$ cat config.mk
export PLATFORM = sky130hd
export DESIGN_NAME = lsrk_div
export DESIGN_NICKNAME = d
export VERILOG_FILES = /design/src/design/assert_macros.svh /design/src/design/lsrk_pkg.sv /design/src/design/lsrk_div.sv
export SDC_FILE = /design/constraint.sdc
export NUM_CORES = 1
export LEC_CHECK = 0
export BUFFER_PORTS_ARGS = -buffer_cell sky130_fd_sc_hd__buf_2
export CAP_MARGIN = 5
export CORE_AREA = 3 3 132 102
export CTS_CLUSTER_SIZE = 12
export DETAILED_ROUTE_END_ITERATION = 16
export DIE_AREA = 0 0 135 105
export GPL_ROUTABILITY_DRIVEN = 0
export HOLD_SLACK_MARGIN = 0.06
export PLACE_DENSITY_LB_ADDON = 0.25
export SLEW_MARGIN = 20
export SYNTH_ARGS = -nofsm -noshare
export SYNTH_HDL_FRONTEND = slang
export SYNTH_SLANG_ARGS = --single-unit
$ cat constraint.sdc
create_clock -name clk_i -period 4 [get_ports clk_i]
set_clock_uncertainty 0.2 [all_clocks]
set_input_delay 0 -clock clk_i [delete_from_list [all_inputs] [get_ports clk_i]]
set_output_delay 0 -clock clk_i [all_outputs]
set_load 0.02 [all_outputs]
$ cat src/design/assert_macros.svh
// Assertion helpers shared by the RTL. Both macros sample on clk_i and
// stay quiet while rst_ni is low.
`ifndef ASSERT_MACROS_SVH
`define ASSERT_MACROS_SVH
`ifndef SYNTHESIS
`define LSRK_ASSERT(lbl, prop) \
  lbl: assert property (@(posedge clk_i) disable iff (!rst_ni) prop) \
    else $error("assertion failed");
`define LSRK_ASSERT_IMPL(lbl, ante, cons) \
  lbl: assert property (@(posedge clk_i) disable iff (!rst_ni) (ante) |-> (cons)) \
    else $error("implication failed");
`else
`define LSRK_ASSERT(lbl, prop)
`define LSRK_ASSERT_IMPL(lbl, ante, cons)
`endif
`endif

$ cat src/design/lsrk_pkg.sv
`timescale 1ns / 1ps

package lsrk_pkg;

  typedef enum logic [2:0] {
    MODE_LOAD   = 3'd0,
    MODE_READ   = 3'd1,
    MODE_INIT   = 3'd2,
    MODE_STAGE  = 3'd3,
    MODE_FINAL  = 3'd4,
    MODE_ERROR  = 3'd5,
    MODE_UNDO   = 3'd6,
    MODE_RDLOW  = 3'd7
  } mode_e;

  typedef enum logic [2:0] {
    CFG_COEF_A     = 3'd0,
    CFG_COEF_B     = 3'd1,
    CFG_COEF_C     = 3'd2,
    CFG_COEF_BETA  = 3'd3,
    CFG_COEF_DELTA = 3'd4,
    CFG_STEP_DT    = 3'd5,
    CFG_ERR_EPS    = 3'd6
  } cfg_idx_e;

  typedef enum logic [2:0] {
    ST_IDLE,
    ST_READ,
    ST_LATCH,
    ST_CALC,
    ST_DIV,
    ST_WRITE,
    ST_DONE
  } state_e;

  localparam int SUM_W = 68;
  localparam int DVD_W = 50;
  localparam int DVS_W = 33;
  localparam logic [30:0] SAT31 = 31'h7FFF_FFFF;

  // Clamp a wide signed value to the signed 32-bit range.
  function automatic logic [31:0] sat32(input logic signed [SUM_W-1:0] x);
    logic [31:0] r;
    if (x > 68'sd2147483647) begin
      r = 32'h7FFF_FFFF;
    end else if (x < -68'sd2147483648) begin
      r = 32'h8000_0000;
    end else begin
      r = x[31:0];
    end
    return r;
  endfunction

endpackage

$ cat src/design/lsrk_div.sv
`timescale 1ns / 1ps

// Restoring divider, one quotient bit per cycle.
module lsrk_div (
  input  logic                          clk_i,
  input  logic                          rst_ni,
  input  logic                          start_i,
  input  logic [lsrk_pkg::DVD_W-1:0]    dividend_i,
  input  logic [lsrk_pkg::DVS_W-1:0]    divisor_i,
  output logic                          busy_o,
  output logic                          done_o,
  output logic [lsrk_pkg::DVD_W-1:0]    quot_o
);

  localparam int CW = $clog2(lsrk_pkg::DVD_W);

  logic                          busy_q;
  logic                          done_q;
  logic [CW-1:0]                 cnt_q;
  logic [lsrk_pkg::DVS_W-1:0]    rem_q;
  logic [lsrk_pkg::DVD_W-1:0]    quo_q;
  logic [lsrk_pkg::DVS_W-1:0]    dvs_q;
  logic [lsrk_pkg::DVS_W:0]      rem_sh;
  logic [lsrk_pkg::DVS_W+1:0]    diff;

  assign rem_sh = {rem_q, quo_q[lsrk_pkg::DVD_W-1]};
  assign diff   = {1'b0, rem_sh} - {2'b00, dvs_q};

  always_ff @(posedge clk_i or negedge rst_ni) begin
    if (!rst_ni) begin
      busy_q <= 1'b0;
      done_q <= 1'b0;
      cnt_q  <= '0;
    end else begin
      done_q <= 1'b0;
      if (start_i) begin
        busy_q <= 1'b1;
        cnt_q  <= '0;
      end else if (busy_q) begin
        cnt_q <= cnt_q + 1'b1;
        if (cnt_q == CW'(lsrk_pkg::DVD_W - 1)) begin
          busy_q <= 1'b0;
          done_q <= 1'b1;
        end
      end
    end
  end

  always_ff @(posedge clk_i) begin
    if (start_i) begin
      rem_q <= '0;
      quo_q <= dividend_i;
      dvs_q <= divisor_i;
    end else if (busy_q) begin
      if (!diff[lsrk_pkg::DVS_W+1]) begin
        rem_q <= diff[lsrk_pkg::DVS_W-1:0];
        quo_q <= {quo_q[lsrk_pkg::DVD_W-2:0], 1'b1};
      end else begin
        rem_q <= rem_sh[lsrk_pkg::DVS_W-1:0];
        quo_q <= {quo_q[lsrk_pkg::DVD_W-2:0], 1'b0};
      end
    end
  end

  assign busy_o = busy_q;
  assign done_o = done_q;
  assign quot_o = quo_q;

endmodule

-- After elaboration in Yosys (flattened, before gate mapping)
Index checks and enable logic that the tools add are counted.
W data, S select, Z words.
- flip-flop bits (word level): 124
- bits of input ports: 86
- output and inout bits: 52
- logic and storage cells: 22
- add/sub/neg operators: 2
- equal/unequal tests: 1
- muxes and demuxes: 12
- reduce and logical (&&, ||, !) cells: 1
- operator list (cell ; number):
    $mux W50 ; 2
    $sub A34 B33 Y35 ; 1
    $mux W33 ; 1
    $mux W6 ; 2
    $mux W1 ; 7
    $add A6 B1 Y6 const B ; 1
    $eq A6 B6 Y1 const B ; 1
    $reduce_bool A2 Y1 ; 1

-- Depth between registers and ports, before layout
Gate-level depths: netlist (run 1).
- depth after elaboration: 4
- gate-level depth with buffers: 15
- depth with buffers taken out: 13

-- Worst setup path after synthesis (run 1)
Ideal clock, no wire load.
- path type: register -> register
- from: register quo_q, in the netlist quot_o[49]
- to: register rem_q[26] (netlist bit)
- setup time: 0.128 ns
- arrival time: 2.939 ns
- required time: 3.672 ns
- setup slack: 0.734 ns
- stages on the path, launching flop included: 15
- buffers on the path: 1
- period minus slack after synthesis: 3.266 ns
- cell sequence: edfxtp_1 > inv_1 > ha_1 > inv_1 > fa_1 > a211oi_1 > o21ai_1 > a32oi_1 > o2111ai_1 > nand3_1 > o211a_1 > buf_2 > mux2_1 > mux2i_1 > nor2_1
- longest elaborated chain between the ends: 2
- RTL lines (what ; RTL line ; source):
    start: declaration ; lsrk_div.sv:21 ; logic [lsrk_pkg::DVD_W-1:0] quo_q;
    start signal: assignment ; lsrk_div.sv:52 ; quo_q <= dividend_i;
    start signal: assignment ; lsrk_div.sv:57 ; quo_q <= {quo_q[lsrk_pkg::DVD_W-2:0], 1'b1};
    start signal: assignment ; lsrk_div.sv:60 ; quo_q <= {quo_q[lsrk_pkg::DVD_W-2:0], 1'b0};
    $sub A34 B33 Y35 ; lsrk_div.sv:27 ; assign diff = {1'b0, rem_sh} - {2'b00, dvs_q};
    $mux W33 ; lsrk_div.sv:55 ; if (!diff[lsrk_pkg::DVS_W+1]) begin
    end signal: assignment ; lsrk_div.sv:56 ; rem_q <= diff[lsrk_pkg::DVS_W-1:0];
    end signal: assignment ; lsrk_div.sv:59 ; rem_q <= rem_sh[lsrk_pkg::DVS_W-1:0];
    end: declaration ; lsrk_div.sv:20 ; logic [lsrk_pkg::DVS_W-1:0] rem_q;
Every way passes these cells.
A chain may end at the register's enable or synchronous reset.

-- Worst setup path after layout (run 1)
- from: register quo_q, in the netlist quot_o[49]
- to: register rem_q[15] (netlist bit)
The elaborated chain is that of the path after synthesis.

==> results of run 1 <==
==> critical path: stages (launching register included) <==
cell and delay [ns]:
edfxtp_1 0.41, inv_1 0.08, ha_1 0.18, inv_1 0.07
fa_1 0.43, a211oi_2 0.29, o21ai_1 0.14, a32oi_1 0.24
o2111ai_1 0.15, nand3_1 0.20, o211a_1 0.36, buf_4 0.30
a21oi_1 0.06, o21bai_1 0.16, a211oi_1 0.24
==> synthesized netlist by cell type (3+ instances only) <==
master / number / share of area
xor2_1: 9 / 0.012
dfrtp_1: 8 / 0.030
edfxtp_1: 83 / 0.37
and3_1: 4 / 0.0037
a31oi_1: 4 / 0.0037
o21bai_1: 4 / 0.0044
o211ai_1: 4 / 0.0044
o21a_1: 5 / 0.0055
a32oi_1: 9 / 0.012
nand4_1: 9 / 0.0083
o211a_1: 3 / 0.0044
nor2_1: 55 / 0.030
nand3_1: 12 / 0.0089
dfxtp_1: 33 / 0.097
clkbuf_1: 24 / 0.013
xnor2_1: 21 / 0.027
ha_1: 35 / 0.065
inv_1: 44 / 0.024
nor2b_1: 5 / 0.0046
o21ai_1: 5 / 0.0037
o21ai_0: 20 / 0.015
nor3_1: 14 / 0.010
nand2_1: 49 / 0.027
o31ai_1: 9 / 0.010
buf_2: 5 / 0.0037
mux2_2: 50 / 0.083
a21oi_1: 41 / 0.030
a21o_1: 10 / 0.011
a211oi_1: 16 / 0.018
mux2i_1: 6 / 0.0089
==> power breakdown <==
group / internal [mW] / leakage [nW] / switching (mW)
clock network: 0.855 / 0.270 / 0.598
registers: 1.61 / 1.23 / 0.174
logic: 0.865 / 2.41 / 1.18
total: 3.33 / 3.91 / 1.95
==> per-layer routing <==
metal	part of all wire	routed length, µm	GRT usage	vias up
met1	0.41	7440	0.3256	2812
met3	0.057	1024	0.05294	48
met5	0	0	0	-
met2	0.50	9037	0.4347	240
li1	-	-	-	2778
met4	0.027	493	0.09424	0
==> per-stage QoR <==
stage / total power, mW / setup slack [ns] / hold WS (ns)
finish: 5.281 / 0.4051 / 0.08457
global route: 5.565 / 0.07888 / 0.09429
detailed placement: 3.689 / 0.4235 / -0.3458
global placement: 3.622 / 0.5657 / -0.3525
floorplan: 3.241 / 0.7338 / -0.4956
CTS: 5.229 / 0.3732 / 0.08352
==> flip-flops by register name (all words and copies together), names as in the netlist <==
name    flops
done_o      1
dvs_q      33
busy_o      1
quot_o     50
cnt_q       6
rem_q      33
==> logic make-up (layout without fill, tap and decap cells) <==
kind of cell	Yosys count	after routing	share of synthesized area
mux	57	57	0.09356
flops	124	124	0.4946
simple gates	163	163	0.1087
fa+ha+maj	36	36	0.06754
buf+inv	77	312	0.04466
xor+xnor	30	30	0.03875
compound gates	148	148	0.1522
==> cell type report <==
| class | count | area [µm²] | area share |
|---|---|---|---|
| Timing Repair Buffer | 235 | 1649 | 0.1820 |
| Multi-Input combinational cell | 434 | 3132 | 0.3456 |
| Clock inverter | 14 | 121.4 | 0.01339 |
| Inverter | 45 | 168.9 | 0.01864 |
| Clock buffer | 18 | 429.2 | 0.04736 |
| Tap cell | 166 | 207.7 | 0.02292 |
| Sequential cell | 124 | 3353 | 0.3701 |
==> how the worst max path moves through the flow <==
stage               slack (ns)                      to  cells after the start            startpoint
floorplan                 0.73  rem_q[26]$_SDFFE_PP0P_                     14  quot_o[49]$_DFFE_PP_
global placement          0.57  rem_q[15]$_SDFFE_PP0P_                     14  quot_o[49]$_DFFE_PP_
detailed placement        0.42  rem_q[15]$_SDFFE_PP0P_                     14  quot_o[49]$_DFFE_PP_
CTS                       0.37  rem_q[15]$_SDFFE_PP0P_                     14  quot_o[49]$_DFFE_PP_
global route              0.08  rem_q[15]$_SDFFE_PP0P_                     14  quot_o[49]$_DFFE_PP_
finish                    0.41  rem_q[15]$_SDFFE_PP0P_                     14  quot_o[49]$_DFFE_PP_
==> what timing repair did <==
action / CTS / global route
setup endpoints to repair: 0 / 12
hold endpoints to repair: 113 / 0
resized for setup: 0 / 1
hold buffers: 90 / 0
==> results.json, run 1 <==
{
  "async_reset_ff_frac": 0.06452,
  "hp-start": "divisor_i[17]",
  "grt_util_all_layers": 0.2568,
  "power_density_nw_per_um2": 582.8,
  "synth_register_bits": 124,
  "post_route_design_area_um2": 9061,
  "post_synthesis_cell_count": 635,
  "share_of_the_clock_period_used_by_the_worst_path_after_layout": 0.8987,
  "timing_max_transition_violations_final": 0,
  "hold_path.class": "in -> reg",
  "drt-vias-per-instance": 5.674,
  "drt_first_iter_violations": 660,
  "rows": 35,
  "power.static_leakage_nw": 3.910,
  "initial_utilization": 0.5549,
  "synth_ff_type": "edfxtp_1",
  "postLayoutCoreUtil": 0.7416,
  "ant_nets": 0,
  "rr_startpoint": "quot_o[49]$_DFFE_PP_",
  "n_antenna_cell": 0,
  "worstHoldPathCells": 2,
  "post_cts_setup_buffers": 0,
  "firstDrtPassIters": 7,
  "number_of_enable_type_register_cells_in_the_synthesized_netlist": 83,
  "fmax_mhz": 278.2,
  "regToRegSetupSlack_ns": 0.41,
  "yosysUniqueCellTypes": 58,
  "placeableCoreArea_um2": 12220,
  "cts-root-to-sink-buffers": 2,
  "critical_path_class": "reg -> reg",
  "fillerInstances": 834,
  "vias": 5878,
  "finalSetupViolCount": 0,
  "cts_root_buf": "clkbuf_16",
  "worstPathMaxFanout": 18,
  "final.min_clock_period_ns": 3.595,
  "detailedPlacementHpwl_mm": 11.33,
  "max_capacitance_violation_total": 0,
  "totalNegativeSetupSlack_ns": 0,
  "via_count_of_the_first_global_routing_pass": 5946,
  "layout.cells.most_common": "buf_2",
  "globalRoute.totalOverflow": 0,
  "cp-end-kind": "flip-flop",
  "critPathLaunchType": "flip-flop",
  "worst-r2r-cell-count": 14,
  "drt-total-wl_mm": 18.00,
  "final_non_filler_cells": 1036,
  "netlist_area_um2": 6780,
  "design.portCount": 138,
  "worstSkewPairLatency_ns": 0.42,
  "floorplan.die.width_um": 135,
  "r2r-end": "rem_q[15]$_SDFFE_PP0P_",
  "drt_drc_violations_left": 0,
  "finish.net_count": 979,
  "run_status": "complete, no violations",
  "avgSynthCellArea_um2": 10.68,
  "layout-area-overhead-vs-synth_pct": 33.64,
  "placed_cell_count": 914,
  "timing.critical_path.arrival_ns": 3.72,
  "avgRoutedWirePerCell_um": 17.37,
  "maxSlewHeadroom": 0.4814,
  "grt_setup_unrepaired": "false",
  "tritoncts_num_sinks": 124,
  "place.port_buffers": 137,
  "worst_hold_path.endpoint": "dvs_q[17]$_DFFE_PP_",
  "maximum_number_of_pins_on_one_net_before_global_route_repair": 51,
  "final_hold_viol_count": 0,
  "number_of_antenna_violations_at_the_first_check_in_global_routing": 0,
  "grt_first_pass_wirelength_mm": 29.30,
  "seq_area_frac_synth": 0.4946,
  "dpl_cell_area_um2": 7605,
  "die_h_um": 105,
  "drive_above_1_share": 0.2713,
  "die_area_um2": 14180,
  "most-common-layout-cells": "buf_2 (136), dlygate4sd3_1 (90), edfxtp_1 (83), nor2_1 (55), mux2_2 (50)",
  "worst_slew_pin_slew_ns": 0.7744,
  "endpoint_required_time_on_the_critical_path_ns": 4.12,
  "synth.net_count": 757,
  "yosys_warnings": 0,
  "number_of_buffers_created_by_cts": 17,
  "peakVddDrop_mv": 0.3809,
  "cts_htree_levels": 4,
  "cts.reportedPaths.clkPinSlew_ns": 0.06,
  "cts_tree": "yes"
}
Note: power is estimated with default switching activity, not from simulation.
==> run 2, diff against run 1 <==
--- a/config.mk
+++ b/config.mk
@@ -7,10 +7,10 @@
 export LEC_CHECK = 0
 export BUFFER_PORTS_ARGS = -buffer_cell sky130_fd_sc_hd__buf_2
 export CAP_MARGIN = 5
-export CORE_AREA = 3 3 132 102
+export CORE_AREA = 3 3 139 107
 export CTS_CLUSTER_SIZE = 12
 export DETAILED_ROUTE_END_ITERATION = 16
-export DIE_AREA = 0 0 135 105
+export DIE_AREA = 0 0 142 110
 export GPL_ROUTABILITY_DRIVEN = 0
 export HOLD_SLACK_MARGIN = 0.06
 export PLACE_DENSITY_LB_ADDON = 0.25
==> results.json, run 2 (synthesis results as in run 1) <==
{
  "grt_util_met2": 0.3852,
  "internal_power_summed_over_all_cells_mw": 3.443,
  "multi_input_area_um2": 3127,
  "power.static_leakage_nw": 3.899,
  "grt_use_met1": 0.2900,
  "number_of_antenna_violations_at_the_first_check_in_global_routing": 0,
  "vias": 5605,
  "cts_resized": 0,
  "fraction_of_power_consumed_by_combinational_cells": 0.378,
  "maxSlewHeadroom": 0.5479,
  "fin_hold_ws_ns": 0.07527,
  "placeableCoreArea_um2": 13660,
  "finish.net_count": 976,
  "cts_root_buf": "clkbuf_16",
  "timing_max_transition_violations_final": 0,
  "cts_htree_levels": 4,
  "total_switching_power_mw": 1.888,
  "die_h_um": 110,
  "cts-root-to-sink-buffers": 2,
  "design.portCount": 138,
  "post_cts_setup_buffers": 0,
  "share_of_total_power_consumed_by_net_switching": 0.3541,
  "timing.critical_path.arrival_ns": 3.84,
  "ant_nets": 0,
  "grt_first_pass_wirelength_mm": 27.97,
  "grt.met3_usage": 0.05045,
  "floorplan.die.width_um": 142,
  "cp-end-kind": "flip-flop",
  "grt_setup_unrepaired": "false",
  "finalSetupViolCount": 0,
  "rows": 37,
  "critical_path_class": "reg -> reg",
  "endpoint_required_time_on_the_critical_path_ns": 4.14,
  "initial_utilization": 0.4965,
  "final_hold_viol_count": 0,
  "crit_path_cell_trace": "inv_1 -> ha_1 -> inv_1 -> fa_1 -> a211oi_1 -> o21ai_1 -> a32oi_1 -> o2111ai_1 -> nand3_1 -> o211a_1 -> buf_4 -> a21oi_1 -> o21bai_1 -> a211oi_1",
  "drt_first_iter_violations": 385,
  "worstPathMaxFanout": 21,
  "slowest_stage": "fa_1",
  "firstDrtPassIters": 5,
  "worst_slew_pin_slew_ns": 0.6751,
  "seq_area_um2": 3353,
  "grt_util_all_layers": 0.2285,
  "drt-total-wl_mm": 17.05,
  "placed_cell_count": 924,
  "drt-vias-per-instance": 5.384,
  "avgRoutedWirePerCell_um": 16.38,
  "die_area_um2": 15620,
  "clkPwrFrac": 0.288,
  "final_non_filler_cells": 1041,
  "run_status": "complete, no violations",
  "layout.cells.most_common": "buf_2",
  "n_antenna_cell": 0,
  "top_usage_layer": "met2",
  "final.min_clock_period_ns": 3.703,
  "fillerInstances": 1043,
  "most-common-layout-cells": "buf_2 (136), dlygate4sd3_1 (86), edfxtp_1 (83), nor2_1 (55), mux2_2 (50)",
  "share_of_the_clock_period_used_by_the_worst_path_after_layout": 0.9257,
  "worstSkewPairLatency_ns": 0.43,
  "place.port_buffers": 137,
  "tritoncts_num_sinks": 124,
  "detailedPlacementHpwl_mm": 11.22,
  "maximum_number_of_pins_on_one_net_before_global_route_repair": 51,
  "fmax_mhz": 270.1,
  "critPathLaunchType": "flip-flop",
  "globalRoute.totalOverflow": 0,
  "drive_above_1_share": 0.2714,
  "power_density_nw_per_um2": 588.1,
  "largest_register_ff_count": 50,
  "cts_tree": "yes",
  "cts.reportedPaths.clkPinSlew_ns": 0.06,
  "max_stage_delay_ns": 0.42,
  "via_count_of_the_first_global_routing_pass": 5645,
  "hold_path.class": "in -> reg",
  "number_of_buffers_created_by_cts": 17,
  "max_capacitance_violation_total": 0,
  "power_frac_seq": 0.334,
  "totalNegativeSetupSlack_ns": 0,
  "drt_drc_violations_left": 0,
  "peakVddDrop_mv": 0.4098,
  "layout-area-overhead-vs-synth_pct": 33.70
}
## run 2: per-stage QoR
step | util | total power [mW] | setup slack, ns | area, µm²
after floorplan | - | 3.241 | 0.7338 | 6780
after global placement | 0.5580 | 3.647 | 0.4539 | 7621
after detailed placement | 0.5580 | 3.699 | 0.3649 | 7621
after CTS | 0.6636 | 5.321 | 0.3318 | 9062
after global routing | 0.6638 | 5.669 | 0.07737 | 9065
final | 0.6638 | 5.331 | 0.2972 | 9065
## run 2: worst paths after layout
kind / startpoint / to / slack (ns) / cells after the start
setup / recovery: quot_o[49]$_DFFE_PP_ / rem_q[15]$_SDFFE_PP0P_ / 0.30 / 14
hold / removal: divisor_i[26] / dvs_q[26]$_DFFE_PP_ / 0.08 / 2
setup reg to reg: quot_o[49]$_DFFE_PP_ / rem_q[15]$_SDFFE_PP0P_ / 0.30 / 14
hold reg to reg: rem_q[24]$_SDFFE_PP0P_ / rem_q[24]$_SDFFE_PP0P_ / 0.28 / 2
max in group asynchronous: rst_ni / busy_o$_DFF_PN0_ / 2.98 / 3
min in group asynchronous: rst_ni / cnt_q[0]$_DFFE_PN0P_ / 0.35 / 3
## run 2: power groups by stage
stage          Sequential [mW]  Combinational, mW  Clock, mW
2_1_floorplan             1.83               1.41          0
3_3_place_gp              1.79               1.86          0
3_5_place_dp              1.80               1.90          0
4_1_cts                   1.78               1.99       1.55
5_1_grt                   1.81               2.24       1.62
6_report                  1.78               2.02       1.53
## run 2: layout make-up
| class | count | share of cell area |
|---|---|---|
| Sequential cell | 124 | 0.3699 |
| Clock buffer | 19 | 0.04776 |
| Multi-Input combinational cell | 434 | 0.3449 |
| Clock inverter | 12 | 0.01629 |
| Timing Repair Buffer | 232 | 0.1783 |
| Inverter | 45 | 0.01863 |
| Tap cell | 175 | 0.02415 |
## run 2: what timing repair did
| action | CTS | global route |
|---|---|---|
| hold endpoints to repair | 126 | 0 |
| hold buffers | 86 | 0 |
| endpoints found under the setup margin | 0 | 0 |
## run 2: layer usage
layer  up-vias  wire [µm]
met5         -          0
met4         0        308
met3        25        636
met2       155       8380
met1      2649       7722
li1       2776          -
## run 2: worst max-delay path: cells and delay by family (launching register included)
family / cells / cell delay (ns)
buf+inv: 3 / 0.45
flops: 1 / 0.41
fa+ha+maj: 2 / 0.58
simple gates: 1 / 0.20
compound gates: 8 / 1.78
==> run 3, diff against run 2 <==
--- a/config.mk
+++ b/config.mk
@@ -5,12 +5,13 @@
 export SDC_FILE = /design/constraint.sdc
 export NUM_CORES = 1
 export LEC_CHECK = 0
+export ABC_AREA = 1
 export BUFFER_PORTS_ARGS = -buffer_cell sky130_fd_sc_hd__buf_2
 export CAP_MARGIN = 5
-export CORE_AREA = 3 3 139 107
+export CORE_AREA = 5 5 152 117
 export CTS_CLUSTER_SIZE = 12
 export DETAILED_ROUTE_END_ITERATION = 16
-export DIE_AREA = 0 0 142 110
+export DIE_AREA = 0 0 157 122
 export GPL_ROUTABILITY_DRIVEN = 0
 export HOLD_SLACK_MARGIN = 0.06
 export PLACE_DENSITY_LB_ADDON = 0.25
==> results.json, run 3 <==
{
  "most-common-layout-cells": "nand2_1 (474), inv_1 (181), buf_2 (136), dlygate4sd3_1 (87), edfxtp_1 (83)",
  "fmax_mhz": 351.2,
  "yosys_warnings": 0,
  "seq_area_frac_synth": 0.4244,
  "cts_root_buf": "clkbuf_16",
  "yosys-top-cells-area": "edfxtp_1 (32%), nand2_1 (23%), inv_1 (8.6%), dfxtp_1 (8.4%), ha_1 (5.5%)",
  "number_of_buffers_created_by_cts": 17,
  "n_antenna_cell": 0,
  "total_switching_power_mw": 2.278,
  "detailedPlacementHpwl_mm": 14.85,
  "vias": 7665,
  "critPathLaunchType": "flip-flop",
  "netlist_area_um2": 7901,
  "synth_most_common_cell": "nand2_1",
  "synth_ff_type": "edfxtp_1",
  "grt_util_all_layers": 0.2389,
  "max_capacitance_violation_total": 0,
  "synth_register_bits": 124,
  "layout-area-overhead-vs-synth_pct": 28.42,
  "post-synth-top-area-cell": "edfxtp_1",
  "worstSkewPairLatency_ns": 0.43,
  "power.static_leakage_nw": 5.468,
  "globalRoute.totalOverflow": 0,
  "avgSynthCellArea_um2": 7.203,
  "post_cts_setup_buffers": 0,
  "endpoint_required_time_on_the_critical_path_ns": 4.14,
  "cts_htree_levels": 4,
  "power_frac_seq": 0.311,
  "die_h_um": 122,
  "share_of_the_clock_period_used_by_the_worst_path_after_layout": 0.7118,
  "fraction_of_power_consumed_by_combinational_cells": 0.429,
  "firstDrtPassIters": 5,
  "cts.reportedPaths.clkPinSlew_ns": 0.07,
  "floorplan.die.width_um": 157,
  "post_route_design_area_um2": 10150,
  "post_synth_most_frequent_cells": "nand2_1 (474), inv_1 (182), edfxtp_1 (83)",
  "clkPwrFrac": 0.260,
  "post_synthesis_cell_count": 1097,
  "maxSlewHeadroom": 0.3423,
  "number_of_enable_type_register_cells_in_the_synthesized_netlist": 83,
  "final_non_filler_cells": 1546,
  "rows": 41,
  "design.portCount": 138,
  "finish.net_count": 1440,
  "final_hold_viol_count": 0,
  "share_of_total_power_consumed_by_net_switching": 0.4096,
  "initial_utilization": 0.4828,
  "critical_path_class": "reg -> reg",
  "hold_path.class": "in -> reg",
  "report.power.total_mw": 5.561,
  "worstPathMaxFanout": 36,
  "layout.cells.most_common": "nand2_1",
  "avgRoutedWirePerCell_um": 14.40,
  "drive_above_1_share": 0.1555,
  "drt_drc_violations_left": 0,
  "cts_tree": "yes",
  "final.min_clock_period_ns": 2.847,
  "peakVddDrop_mv": 0.3208,
  "maximum_number_of_pins_on_one_net_before_global_route_repair": 86,
  "fillerInstances": 1433,
  "yosysUniqueCellTypes": 40,
  "internal_power_summed_over_all_cells_mw": 3.283,
  "timing.critical_path.arrival_ns": 2.99,
  "cp-end-kind": "flip-flop",
  "place.port_buffers": 137,
  "largest_register_ff_count": 50,
  "dpl_cell_area_um2": 8730,
  "timing_max_transition_violations_final": 0,
  "grt_setup_unrepaired": "false",
  "placeableCoreArea_um2": 16360,
  "synth_top_cell_area_share": 0.3154,
  "grt_first_pass_wirelength_mm": 36.24,
  "synth.net_count": 1219,
  "totalNegativeSetupSlack_ns": 0,
  "die_area_um2": 19150,
  "worst_slew_pin_slew_ns": 0.9866,
  "drt-vias-per-instance": 4.958,
  "number_of_antenna_violations_at_the_first_check_in_global_routing": 0,
  "ant_nets": 0,
  "cts-root-to-sink-buffers": 2,
  "async_reset_ff_frac": 0.06452,
  "finalSetupViolCount": 0,
  "placed_cell_count": 1427,
  "run_status": "complete, no violations",
  "drt-total-wl_mm": 22.26,
  "multi_input_area_um2": 3687,
  "drt_first_iter_violations": 627,
  "seq_area_um2": 3353,
  "via_count_of_the_first_global_routing_pass": 7487,
  "power_density_nw_per_um2": 548.1,
  "tritoncts_num_sinks": 124
}
-- run 3: worst max-delay path, cell delays in order (launching register included) --
cell	delay, ns
edfxtp_1	0.39
inv_1	0.09
ha_1	0.15
inv_1	0.07
fa_1	0.45
nand3_1	0.13
nand3_2	0.12
nand2_2	0.09
nand2_2	0.07
nand2_4	0.38
nand2_8	0.27
nand2_1	0.12
nand3_1	0.08
o21ai_1	0.10
-- run 3: timing repair --
item	CTS	global route
endpoints found under the hold margin	115	0
hold buffers	87	0
gates resized for setup	0	0
-- run 3: area by class of cell --
type                       instances  share of cell area
sequential                       124              0.3305
timing repair buffer             228              0.1566
multi-input combinational        760              0.3634
clock inverter                    12            0.008878
clock buffer                      20             0.04501
inverter                         187             0.06917
tap                              215             0.02651
-- run 3: routing by layer --
metal | global-route usage | vias to the layer above | routed length [µm]
li1 | - | 3852 | -
met1 | 0.3328 | 3496 | 10350
met2 | 0.3692 | 282 | 9778
met3 | 0.06392 | 35 | 1757
met4 | 0.06504 | 0 | 375
met5 | 0 | - | 0
-- run 3: worst paths after layout --
path	startpoint	endpoint	slack [ns]	cells after the start
setup / recovery	quot_o[49]$_DFFE_PP_	rem_q[14]$_SDFFE_PP0P_	1.15	13
hold / removal	divisor_i[1]	dvs_q[1]$_DFFE_PP_	0.08	2
setup reg to reg	quot_o[49]$_DFFE_PP_	rem_q[14]$_SDFFE_PP0P_	1.15	13
hold reg to reg	rem_q[29]$_SDFFE_PP0P_	rem_q[29]$_SDFFE_PP0P_	0.27	2
max in group asynchronous	rst_ni	busy_o$_DFF_PN0_	2.95	3
min in group asynchronous	rst_ni	cnt_q[4]$_DFFE_PN0P_	0.37	3
-- run 3: logic make-up after synthesis --
group	Yosys count	share of synthesized area
AND/OR/NAND/NOR	665	0.3606
XOR/XNOR	15	0.01663
AO/OA/AOI/OAI	44	0.03120
adder cells (fa/ha/maj)	36	0.05796
buffers and inverters	213	0.1093
flip-flops	124	0.4244
-- run 3: through the flow --
| step | util | setup WS, ns | hold slack [ns] |
|---|---|---|---|
| floorplan | - | 1.036 | -0.4956 |
| global placement | 0.5335 | 1.310 | -0.3396 |
| detailed placement | 0.5335 | 1.200 | -0.3432 |
| CTS | 0.6201 | 1.168 | 0.06281 |
| global route | 0.6201 | 0.9094 | 0.06992 |
| finish | 0.6201 | 1.153 | 0.07716 |
-- run 3: power by group through the flow --
| stage | sequential, mW | combinational (mW) | clock, mW |
|---|---|---|---|
| floorplan | 1.78 | 1.72 | 0 |
| global placement | 1.74 | 2.24 | 0 |
| detailed placement | 1.74 | 2.26 | 0 |
| CTS | 1.72 | 2.34 | 1.46 |
| global route | 1.75 | 2.68 | 1.52 |
| finish | 1.73 | 2.39 | 1.45 |
